===== config.mk =====
export PLATFORM = sky130hd
export DESIGN_NAME = fed_datapath
export DESIGN_NICKNAME = d
export VERILOG_FILES = /design/src/rtl/fed_pkg.sv /design/src/rtl/fed_datapath.sv
export SDC_FILE = /design/constraint.sdc
export NUM_CORES = 1
export LEC_CHECK = 0
export ABC_AREA = 1
export BUFFER_PORTS_ARGS = -buffer_cell sky130_fd_sc_hd__clkbuf_2
export CAP_MARGIN = 5
export CELL_PAD_IN_SITES_DETAIL_PLACEMENT = 1
export CELL_PAD_IN_SITES_GLOBAL_PLACEMENT = 1
export CORE_UTILIZATION = 45
export DETAILED_ROUTE_END_ITERATION = 12
export HOLD_SLACK_MARGIN = 0.08
export PLACE_DENSITY = 0.77
export REMOVE_ABC_BUFFERS = 1
export SLEW_MARGIN = 20
export SYNTH_ARGS = -nofsm -noshare
export SYNTH_HDL_FRONTEND = slang
export SYNTH_SLANG_ARGS = --single-unit
export TNS_END_PERCENT = 100

===== constraint.sdc =====
create_clock -name clock -period 5.85 [get_ports clock]
set_input_delay 0 -clock clock [delete_from_list [all_inputs] [get_ports clock]]
set_output_delay 0 -clock clock [all_outputs]
set_load 0.01 [all_outputs]

===== src/rtl/fed_pkg.sv =====
// fed_pkg: shared constants and types of the feedback echo delay block.
// No dependencies; imported by fed_datapath and the top level.
package fed_pkg;

   // delay line geometry
   localparam int LINE_DEPTH = 16384;
   localparam int ADDR_W     = $clog2(LINE_DEPTH);
   localparam int LINE_W     = 32;

   // field and register widths
   localparam int SAMPLE_W = 16;
   localparam int DELAY_W  = 14;
   localparam int GAIN_W   = 15;
   localparam int CSR_IDX_W  = 2;
   localparam int CSR_DATA_W = 16;

   // configuration register indexes
   localparam logic [CSR_IDX_W-1:0] CSR_DELAY_LENGTH  = 2'd0;
   localparam logic [CSR_IDX_W-1:0] CSR_ECHO_GAIN     = 2'd1;
   localparam logic [CSR_IDX_W-1:0] CSR_FEEDBACK_GAIN = 2'd2;

   // configuration reset values
   localparam logic [DELAY_W-1:0] DELAY_RESET = 14'd100;
   localparam logic [GAIN_W-1:0]  GAIN_RESET  = 15'd16384;

   // stage enables from the sequencer to the datapath
   typedef struct packed {
      logic load_x;   // capture halved input sample
      logic mul_s;    // echo gain product from line word
      logic mul_b;    // output sum and feedback gain product
   } fed_ctrl_type;

endpackage


===== src/rtl/fed_datapath.sv =====
// fed_datapath: Q15 gain products, saturating sums and the write-back word.
// Depends on fed_pkg; stage enables come from the top-level sequencer.
module fed_datapath (
   input  logic                               clock,
   input  fed_pkg::fed_ctrl_type              ctrl,
   input  logic signed [fed_pkg::SAMPLE_W-1:0] in_sample,
   input  logic [fed_pkg::GAIN_W-1:0]         echo_gain,
   input  logic [fed_pkg::GAIN_W-1:0]         feedback_gain,
   input  logic                               line_valid,
   input  logic [fed_pkg::LINE_W-1:0]         line_word,
   output logic [fed_pkg::SAMPLE_W-1:0]       y_half,
   output logic [fed_pkg::LINE_W-1:0]         wr_word
);
   import fed_pkg::*;

   logic signed [SAMPLE_W-1:0] smp_adj;
   logic signed [SAMPLE_W-1:0] half_in, half_ff;
   logic [LINE_W-1:0]          delayed;
   logic signed [LINE_W-1:0]   s_prod, b_prod;
   logic [LINE_W-1:0]          s_in, s_ff;
   logic [LINE_W-1:0]          bs_in, bs_ff;
   logic [LINE_W-1:0]          x_word;
   logic [LINE_W:0]            sum_y, sum_d;
   logic [LINE_W-1:0]          y_word;
   logic [SAMPLE_W-1:0]        y_in, y_ff;

   function automatic logic [LINE_W-1:0] sat_add(input logic [LINE_W:0] v);
      logic [LINE_W-1:0] r;
      if (v[LINE_W] != v[LINE_W-1]) begin
         r = v[LINE_W] ? {1'b1, {(LINE_W-1){1'b0}}} : {1'b0, {(LINE_W-1){1'b1}}};
      end else begin
         r = v[LINE_W-1:0];
      end
      return r;
   endfunction

   // halve toward zero: bias negatives by one before the arithmetic shift
   always_comb begin
      smp_adj = in_sample + SAMPLE_W'(in_sample[SAMPLE_W-1]);
      half_in = smp_adj >>> 1;
   end

   // entries not yet written since reset read as zero
   assign delayed = line_valid ? line_word : '0;
   assign x_word  = {half_ff, 16'b0};

   // gains are below one, so the doubled products never overflow 32 bits
   always_comb begin
      s_prod = $signed({1'b0, echo_gain}) * $signed(delayed[LINE_W-1:16]);
      s_in   = {s_prod[LINE_W-2:0], 1'b0};
      b_prod = $signed({1'b0, feedback_gain}) * $signed(s_ff[LINE_W-1:16]);
      bs_in  = {b_prod[LINE_W-2:0], 1'b0};
      sum_y  = {x_word[LINE_W-1], x_word} + {s_ff[LINE_W-1], s_ff};
      y_word = sat_add(sum_y);
      y_in   = y_word[LINE_W-1:16];
      sum_d  = {x_word[LINE_W-1], x_word} + {bs_ff[LINE_W-1], bs_ff};
   end

   always_ff @(posedge clock) begin
      if (ctrl.load_x) begin
         half_ff <= half_in;
      end
      if (ctrl.mul_s) begin
         s_ff <= s_in;
      end
      if (ctrl.mul_b) begin
         y_ff  <= y_in;
         bs_ff <= bs_in;
      end
   end

   assign y_half  = y_ff;
   assign wr_word = sat_add(sum_d);

endmodule


==> implementation parameters, run 1 <==
Parameter                              Value

Layout
  Fraction of final layout cells with drive strength greater than 1    8.95%
  Register area    2340 µm²
  Commonest non-fill, non-tap cell in the layout    sky130_fd_sc_hd__nand2_1
  Area of the multi-input gates    16,400 µm²
  Fill cell total of the finished layout    5,890
  Area growth syn-to-layout    10.9%
  Finished Core Util    51.1%
  Nets    3,686
  Most frequent cells in the layout    sky130_fd_sc_hd__nand2_1 (744), sky130_fd_sc_hd__inv_1 (689), sky130_fd_sc_hd__fa_1 (361)

STA
  Final clock period utilization by the worst path    98.4%
  Headroom to the max-slew limit    45.1%
  Min Clock Period, post-route    5750 ps
  RSZ-0062 raised after global routing    yes
  Max Transition Viols Final    0
  Count of final setup violators    0
  Final hold violations    0
  Final total negative setup slack    0 ps
  Fmax    0.174 GHz
  Clock skew    8.61 ps
  Worst slew pin tran    823 ps

Synth
  Dominant cells by area after synthesis    sky130_fd_sc_hd__fa_1 (33%), sky130_fd_sc_hd__ha_1 (15%), sky130_fd_sc_hd__nand2_1 (13%)
  Fraction of registers with async set or reset after synthesis    0%
  Number of synthesized register bits    78
  Flip-flop cell with the highest count after synthesis    sky130_fd_sc_hd__edfxtp_1
  Combined area of all synthesized cells    21,600 µm²
  Share of Yosys cell area claimed by the top area cell type    33.4%
  Mapped Cells    2,809
  Yosys warnings    0
  Avg Synthesized Cell Area    7.70 µm²
  Number of enable flip-flop cells after synthesis    78
  Post-synthesis cell type with the largest combined area    sky130_fd_sc_hd__fa_1
  Distinct cells, synth    37
  Seq/Total Area, Yosys    10.8%

Floorplan
  Die outline width    221 µm
  Effective utilization at floorplan    46.1%
  # rows    79
  Height of the die    221 µm
  I/O pin cnt    131
  Area of the core    47,000 µm²
  Die area    49,000 µm²

Placement
  HPWL after DPL    60.6 mm
  Port Buffers    114
  Gp weighted congestion    0.924

GRT
  Maximum number of pins on one net before global-route repair    48
  Number of global-route vias before repair    21,400
  Overall Global Routing Usage    29.7%
  Wire length of the first global-routing pass    114 mm
  Final global-route overflow total    0
  Number of antenna violations at the first check in global routing    1

CTS
  Clock transition at the register clock pins on the worst setup and hold paths after CTS    60 ps
  Number of clock buffers inserted by TritonCTS    9
  Root Driver    sky130_fd_sc_hd__clkbuf_16
  Maximum level of the CTS H-tree    3
  Clock latency on the worst-skew pair    370 ps
  TritonCTS clock tree    built
  TritonCTS Sinks    78
  Clock buffer depth    2

Worst setup path
  Kind of critical path    flip-flop to flip-flop
  Startpoint type of the worst setup path    flip-flop
  Data arrival time at the worst-slack endpoint    5920 ps
  Critical Path RT    6020 ps
  Crit path max fanout    8
  Element type at the critical path end    flip-flop

Detailed routing
  Count of unresolved DRC violations after routing    0
  Total via count after detailed routing    19,000
  Detailed Routing Iterations Pass 1    5
  Vias per cell    5.29
  Violation count after the first detailed-route iteration    1,121
  WL per Instance    19.6 µm
  Antenna-violating nets left    0
  Total wirelength of the detailed-routed design    70.5 mm

Run
  Reported max-cap violation count    0

Status
  Outcome    completed

Worst hold path
  Hold WC Path Type    primary input to flip-flop
[critical path: stages (launching register included)]
cell	delay (ps)
sky130_fd_sc_hd__edfxtp_1	490
sky130_fd_sc_hd__buf_4	260
sky130_fd_sc_hd__nand2_1	100
sky130_fd_sc_hd__fa_1	470
sky130_fd_sc_hd__fa_1	550
sky130_fd_sc_hd__inv_1	60
sky130_fd_sc_hd__fa_1	580
sky130_fd_sc_hd__fa_1	430
sky130_fd_sc_hd__fa_1	490
sky130_fd_sc_hd__inv_1	50
sky130_fd_sc_hd__fa_1	490
sky130_fd_sc_hd__inv_1	50
sky130_fd_sc_hd__ha_1	430
sky130_fd_sc_hd__nand2_1	120
sky130_fd_sc_hd__inv_1	80
sky130_fd_sc_hd__nand3_1	100
sky130_fd_sc_hd__nor2_1	250
sky130_fd_sc_hd__nand3_1	130
sky130_fd_sc_hd__nand3_1	130
sky130_fd_sc_hd__xor2_1	270
[kinds of logic (layout without fill, tap and decap cells)]
group	count (synthesis)	in the layout	synth area share [%]
AND/OR/NAND/NOR	1111	1111	20.5
buffers and inverters	768	943	13.5
adder cells (fa/ha/maj)	624	624	48.6
AO/OA/AOI/OAI	170	170	4.23
flip-flops	78	78	10.8
XOR/XNOR	58	58	2.35
other	0	1	0
[what timing repair did]
| action | CTS | global route |
|---|---|---|
| endpoints found under the setup margin | 4 | 14 |
| gates resized for setup | 0 | 10 |
| hold endpoints to repair | 11 | 0 |
| buffers inserted | 5 | 11 |
| hold buffers | 12 | 0 |
[worst paths after layout]
| path | startpoint | to | slack, ps | depth (start not counted) |
|---|---|---|---|---|
| worst max-delay path | s_ff[23] | bs_ff[22] | 100 | 19 |
| worst min-delay path | in_sample[4] | half_ff[3] | 90 | 3 |
| worst max register to register | s_ff[23] | bs_ff[22] | 100 | 19 |
| worst min register to register | half_ff[0] | y_half[0] | 750 | 3 |
[through the flow]
step                instances  instance area [µm²]  hold WS, ps  worst slack, ps
floorplan                2737                21300          112              678
global placement         3547                23300          342             69.0
detailed placement       3547                23300          328            -70.2
CTS                      3580                23800         81.5             7.35
global route             3591                24000         94.9            -33.6
finish                   3592                24000         93.1             96.5
[registers in the layout, summed over array words and instances (netlist names)]
name,flops
y_half,16
bs_ff,31
s_ff,16
half_ff,15
[per-layer routing]
metal | vias to the layer above | routed length (µm) | global-route usage [%]
li1 | 8698 | - | -
met3 | 91 | 4410 | 4.16
met5 | - | 0 | 0
met1 | 9660 | 30100 | 38.9
met4 | 0 | 1290 | 6.09
met2 | 555 | 34700 | 52.2
[layout make-up]
type	instances	share of cell area, %
Multi-Input combinational cell	1963	68.4
Clock inverter	7	0.433
Timing Repair Buffer	231	6.42
Inverter	696	10.9
Antenna cell	1	0.0104
Sequential cell	78	9.76
Tap cell	607	3.16
Clock buffer	9	0.938
[synth_stat cells, types with 6 or more instances]
cell type                  number
sky130_fd_sc_hd__o21bai_1       9
sky130_fd_sc_hd__nand4_1       10
sky130_fd_sc_hd__nor2_1       218
sky130_fd_sc_hd__clkbuf_1      65
sky130_fd_sc_hd__ha_1         263
sky130_fd_sc_hd__xnor2_1       14
sky130_fd_sc_hd__a21o_1         6
sky130_fd_sc_hd__nand3b_1       7
sky130_fd_sc_hd__nor3_1        20
sky130_fd_sc_hd__edfxtp_1      78
sky130_fd_sc_hd__nand3_1       88
sky130_fd_sc_hd__inv_1        689
sky130_fd_sc_hd__or2_2          9
sky130_fd_sc_hd__clkinv_1       6
sky130_fd_sc_hd__o21ai_0       50
sky130_fd_sc_hd__fa_1         361
sky130_fd_sc_hd__a21oi_1       95
sky130_fd_sc_hd__xor2_1        44
sky130_fd_sc_hd__nand2_1      744
Power of run 1 is not shown: default switching activity piles up to over one toggle a cycle in this logic, so the estimate is an artifact.
==> inputs of run 2 (changes only) <==
- CORE_MARGIN: default -> 5
- PLACE_DENSITY: 0.77 -> 0.8
==> implementation parameters, run 2 (synthesized netlist as in run 1, its figures left out) <==
Parameter                              Value

Status
  Outcome    completed (unchanged)

GRT
  Overall Global Routing Usage    27.1% (was 29.7%)
  Wire length of the first global-routing pass    114 mm (about the same)
  Maximum number of pins on one net before global-route repair    48 (unchanged)
  Number of global-route vias before repair    21,600 (was 21,400)
  Final global-route overflow total    0 (unchanged)
  Number of antenna violations at the first check in global routing    2 (was 1)

Layout
  Finished Core Util    50.5% (was 51.1%)
  Register name with the most flops    bs_ff (unchanged)
  Commonest non-fill, non-tap cell in the layout    sky130_fd_sc_hd__nand2_1 (unchanged)
  Ant. Diodes    0 (was 1)
  Area growth syn-to-layout    11.1% (was 10.9%)
  Nets    3,691 (was 3,686)
  Post-route standard cell area excluding fillers    24,000 µm² (about the same)
  Most frequent cells in the layout    sky130_fd_sc_hd__nand2_1 (744), sky130_fd_sc_hd__inv_1 (689), sky130_fd_sc_hd__fa_1 (361) (unchanged)
  Fraction of final layout cells with drive strength greater than 1    8.90% (was 8.95%)
  Max reg flops    31 (unchanged)

Floorplan
  Die outline width    229 µm (was 221 µm)
  I/O pin cnt    131 (unchanged)
  Height of the die    229 µm (was 221 µm)
  Die area    52,600 µm² (was 49,000 µm²)
  # rows    80 (was 79)
  Effective utilization at floorplan    45.4% (was 46.1%)
  Area of the core    47,600 µm² (was 47,000 µm²)

STA
  Clock skew    17.9 ps (was 8.61 ps)
  Final total negative setup slack    0 ps (unchanged)
  Final hold violations    0 (unchanged)
  RSZ-0062 raised after global routing    yes (unchanged)
  Final clock period utilization by the worst path    96.2% (was 98.4%)
  Fmax    0.178 GHz (was 0.174 GHz)
  Headroom to the max-slew limit    32.1% (was 45.1%)
  Max Transition Viols Final    0 (unchanged)
  Count of final setup violators    0 (unchanged)
  Min Clock Period, post-route    5630 ps (was 5750 ps)
  Worst slew pin tran    1020 ps (was 823 ps)
  Final Hold Slack    130 ps (was 93.1 ps)

Detailed routing
  Count of unresolved DRC violations after routing    0 (unchanged)
  WL per Instance    19.5 µm (was 19.6 µm)
  Total wirelength of the detailed-routed design    70.2 mm (was 70.5 mm)
  Antenna-violating nets left    0 (unchanged)
  Detailed Routing Iterations Pass 1    7 (was 5)
  Total via count after detailed routing    18,900 (was 19,000)
  Violation count after the first detailed-route iteration    1,012 (was 1,121)
  Vias per cell    5.25 (was 5.29)

Placement
  Port Buffers    114 (unchanged)
  Placed Area    23,400 µm² (was 23,300 µm²)
  Gp weighted congestion    0.907 (was 0.924)
  HPWL after DPL    60.3 mm (was 60.6 mm)

Worst setup path
  Crit path max fanout    5 (was 8)
  Most common cell type on the critical path    sky130_fd_sc_hd__fa_1 (unchanged)
  CP cell instances    buf_4 -> nand2_1 -> fa_1 -> fa_1 -> inv_1 -> fa_1 -> fa_1 -> fa_1 -> inv_1 -> fa_1 -> inv_1 -> ha_1 -> a21oi_1 -> o21ai_0 -> o21bai_1 -> inv_1 -> nand3_1 -> xor2_1 -> buf_4 (was buf_4 -> nand2_1 -> fa_1 -> fa_1 -> inv_1 -> fa_1 -> fa_1 -> fa_1 -> inv_1 -> fa_1 -> inv_1 -> ha_1 -> nand2_1 -> inv_1 -> nand3_1 -> nor2_1 -> nand3_1 -> nand3_1 -> xor2_1)
  Kind of critical path    flip-flop to flip-flop (unchanged)
  Element type at the critical path end    flip-flop (unchanged)
  Critical Path RT    5980 ps (was 6020 ps)
  Data arrival time at the worst-slack endpoint    5760 ps (was 5920 ps)
  Cell with the biggest individual delay on the critical path    sky130_fd_sc_hd__fa_1 (unchanged)
  Startpoint type of the worst setup path    flip-flop (unchanged)
  Maximum single-stage delay on the critical path    560 ps (was 580 ps)

CTS
  Number of clock buffers inserted by TritonCTS    9 (unchanged)
  TritonCTS Sinks    78 (unchanged)
  Clock buffer depth    2 (unchanged)
  Root Driver    sky130_fd_sc_hd__clkbuf_16 (unchanged)
  Clock transition at the register clock pins on the worst setup and hold paths after CTS    60 ps (about the same)
  Maximum level of the CTS H-tree    3 (unchanged)
  TritonCTS clock tree    built (unchanged)
  Clock latency on the worst-skew pair    380 ps (was 370 ps)

Run
  Reported max-cap violation count    0 (unchanged)

Worst hold path
  Hold WC Path Type    primary input to flip-flop (unchanged)
[run 2: layout make-up]
class                   instances  area [µm²]
clock inverters                 6        86.3
repair buffers                236        1590
well taps                     615         769
flip-flops and latches         78        2340
multi-input cells            1963       16400
clock buffers                   9         225
inverters                     696        2610
fillers                      5985       23600
[run 2: per-stage QoR]
step           std cells  worst slack (ps)
2_1_floorplan       2737               678
3_3_place_gp        3556              11.5
3_5_place_dp        3556             -59.5
4_1_cts             3591              54.7
5_1_grt             3603             -37.0
6_report            3603               223
[run 2: metal layers]
layer	vias to the layer above	track usage [%]	share of wire, %
met4	4	9.30	3.8
li1	8698	-	-
met5	-	0	0.050
met1	9564	33.3	40
met3	158	4.56	5.3
met2	507	48.4	50
[run 2: critical path, delay by kind of cell (launching register included)]
family	cells	cell delay, ps
buffers and inverters	6	610
AND/OR/NAND/NOR	2	180
XOR/XNOR	1	170
adder cells (fa/ha/maj)	7	3370
flip-flops	1	490
AO/OA/AOI/OAI	3	570
[run 2: worst paths after layout]
path	from	end	slack [ps]	cells after the start
worst max-delay path	s_ff[23]	bs_ff[22]	220	19
worst min-delay path	in_sample[9]	half_ff[8]	130	3
worst max register to register	s_ff[23]	bs_ff[22]	220	19
worst min register to register	half_ff[0]	y_half[0]	770	3
[run 2: repair_timing]
action	4_1_cts	5_1_grt
setup endpoints to repair	4	13
resized for setup	0	11
hold buffers	17	0
buffers inserted	3	12
hold endpoints to repair	14	0
Power of run 2 is left out for the same reason.
==> inputs of run 3 (changes only) <==
- CAP_MARGIN: 5 -> default
- RECOVER_POWER: default -> 100
==> implementation parameters, run 3 (synthesized netlist as in run 1, its figures left out) <==
Parameter                              Value

Layout
  Ant. Diodes    0 (unchanged)
  Fraction of final layout cells with drive strength greater than 1    6.99% (was 8.90%)
  Register name with the most flops    bs_ff (unchanged)
  Commonest non-fill, non-tap cell in the layout    sky130_fd_sc_hd__nand2_1 (unchanged)
  Nets    3,691 (unchanged)
  Most frequent cells in the layout    sky130_fd_sc_hd__nand2_1 (745), sky130_fd_sc_hd__inv_1 (689), sky130_fd_sc_hd__fa_1 (361) (was sky130_fd_sc_hd__nand2_1 (744), sky130_fd_sc_hd__inv_1 (689), sky130_fd_sc_hd__fa_1 (361))
  Max reg flops    31 (unchanged)
  Area growth syn-to-layout    10.7% (was 11.1%)

Placement
  Gp weighted congestion    0.907 (unchanged)
  Port Buffers    114 (unchanged)
  Setup WS pre-CTS    -59.5 ps (unchanged)
  HPWL after DPL    60.3 mm (unchanged)

CTS
  Number of clock buffers inserted by TritonCTS    9 (unchanged)
  Clock buffer depth    2 (unchanged)
  Root Driver    sky130_fd_sc_hd__clkbuf_16 (unchanged)
  TritonCTS clock tree    built (unchanged)
  Clock latency on the worst-skew pair    380 ps (about the same)
  TritonCTS Sinks    78 (unchanged)
  Maximum level of the CTS H-tree    3 (unchanged)
  Clock transition at the register clock pins on the worst setup and hold paths after CTS    70 ps (was 60 ps)

Worst setup path
  Kind of critical path    flip-flop to flip-flop (unchanged)
  R2R Path Start    s_ff[23] (unchanged)
  Crit. Startpoint    s_ff[23] (unchanged)
  Startpoint type of the worst setup path    flip-flop (unchanged)
  Data arrival time at the worst-slack endpoint    5750 ps (was 5760 ps)
  Element type at the critical path end    flip-flop (unchanged)
  Crit path max fanout    5 (unchanged)
  Critical Path RT    5980 ps (about the same)
  FF-to-FF path depth    19 (unchanged)
  Minimum setup slack among reg-to-reg paths    230 ps (was 220 ps)
  Critical R2R Capture    bs_ff[22] (unchanged)

Floorplan
  Effective utilization at floorplan    45.4% (unchanged)
  I/O pin cnt    131 (unchanged)
  # rows    80 (unchanged)
  Height of the die    229 µm (unchanged)
  Area of the core    47,600 µm² (unchanged)
  Die area    52,600 µm² (unchanged)
  Die outline width    229 µm (unchanged)

Status
  Failing checks    max-capacitance violations, max-slew violations
  Outcome    finished, violations left (was completed)

STA
  Min Clock Period, post-route    5620 ps (was 5630 ps)
  Final Hold Slack    108 ps (was 130 ps)
  Max Transition Viols Final    48 (was 0)
  Final total negative setup slack    0 ps (unchanged)
  Final hold violations    0 (unchanged)
  Final clock period utilization by the worst path    96.1% (was 96.2%)
  Worst slew pin tran    2730 ps (was 1020 ps)
  Clock skew    16.8 ps (was 17.9 ps)
  Headroom to the max-slew limit    -82.2% (was 32.1%)
  Worst setup slack after layout    231 ps (was 223 ps)
  Fmax    0.178 GHz (about the same)
  Count of final setup violators    0 (unchanged)
  RSZ-0062 raised after global routing    yes (unchanged)

Run
  Reported max-cap violation count    1 (was 0)

Detailed routing
  Count of unresolved DRC violations after routing    0 (unchanged)
  Detailed Routing Iterations Pass 1    5 (was 7)
  Vias per cell    5.26 (was 5.25)
  Antenna-violating nets left    0 (unchanged)
  Total via count after detailed routing    19,000 (was 18,900)
  Violation count after the first detailed-route iteration    1,009 (was 1,012)
  WL per Instance    19.5 µm (about the same)
  Total wirelength of the detailed-routed design    70.4 mm (was 70.2 mm)

Worst hold path
  Worst hold path stage count    3 (unchanged)
  WHS Endpoint    half_ff[8] (unchanged)
  Hold path startpoint    in_sample[9] (unchanged)
  Hold WC Path Type    primary input to flip-flop (unchanged)

GRT
  Overall Global Routing Usage    27.1% (unchanged)
  Number of global-route vias before repair    21,600 (unchanged)
  Maximum number of pins on one net before global-route repair    48 (unchanged)
  Number of antenna violations at the first check in global routing    2 (unchanged)
  Wire length of the first global-routing pass    114 mm (unchanged)
  Final global-route overflow total    0 (unchanged)
[run 3: cell types whose count changed in the layout (fill, tap and decap cells not counted), moves of 2 or more]
cell | before | now
sky130_fd_sc_hd__clkbuf_1 | 0 | 51
sky130_fd_sc_hd__clkbuf_2 | 114 | 65
sky130_fd_sc_hd__buf_4 | 100 | 98
sky130_fd_sc_hd__nor3_1 | 18 | 20
sky130_fd_sc_hd__nor3_2 | 4 | 2
[run 3: layout make-up]
class                      instances  area, µm²
fill                            6008      23700
multi-input combinational       1963      16400
inverter                         696       2610
sequential                        78       2340
timing repair buffer             236       1520
tap                              615        769
clock buffer                       9        225
clock inverter                     6       86.3
[run 3: routing by layer]
layer / vias up / share of wire, % / track usage, %
li1: 8703 / - / -
met1: 9584 / 40 / 33.3
met2: 511 / 50 / 48.4
met3: 163 / 5.7 / 4.56
met4: 4 / 3.9 / 9.30
met5: - / 0.050 / 0
[run 3: critical path: stages (launching register included)]
cell                       delay, ps
sky130_fd_sc_hd__edfxtp_1        490
sky130_fd_sc_hd__buf_4           230
sky130_fd_sc_hd__nand2_1         100
sky130_fd_sc_hd__fa_1            530
sky130_fd_sc_hd__fa_1            520
sky130_fd_sc_hd__inv_1            60
sky130_fd_sc_hd__fa_1            560
sky130_fd_sc_hd__fa_1            440
sky130_fd_sc_hd__fa_1            490
sky130_fd_sc_hd__inv_1            50
sky130_fd_sc_hd__fa_1            480
sky130_fd_sc_hd__inv_1            40
sky130_fd_sc_hd__ha_1            350
sky130_fd_sc_hd__a21oi_1         210
sky130_fd_sc_hd__o21ai_0         140
sky130_fd_sc_hd__o21bai_1        220
sky130_fd_sc_hd__inv_1            70
sky130_fd_sc_hd__nand3_1          80
sky130_fd_sc_hd__xor2_1          170
sky130_fd_sc_hd__buf_4           160
[run 3: timing repair]
action,CTS,global route
endpoints found under the hold margin,14,0
setup buffers,3,12
gates resized for setup,0,11
endpoints found under the setup margin,4,13
hold buffers,17,0
[run 3: stage by stage]
| step | util, % | area [µm²] | cells |
|---|---|---|---|
| 2_1_floorplan | - | 21300 | 2737 |
| 3_3_place_gp | 49.0 | 23400 | 3556 |
| 3_5_place_dp | 49.0 | 23400 | 3556 |
| 4_1_cts | 50.1 | 23900 | 3591 |
| 5_1_grt | 50.3 | 23900 | 3603 |
| 6_report | 50.3 | 23900 | 3603 |
[run 3: worst max-delay path by stage]
stage	end	depth (start not counted)	slack, ps
floorplan	bs_ff[28]	21	680
global placement	bs_ff[29]	19	10
detailed placement	bs_ff[31]	21	-60
CTS	bs_ff[22]	22	50
global route	bs_ff[20]	21	-40
finish	bs_ff[22]	19	230
Power of run 3 is left out for the same reason.
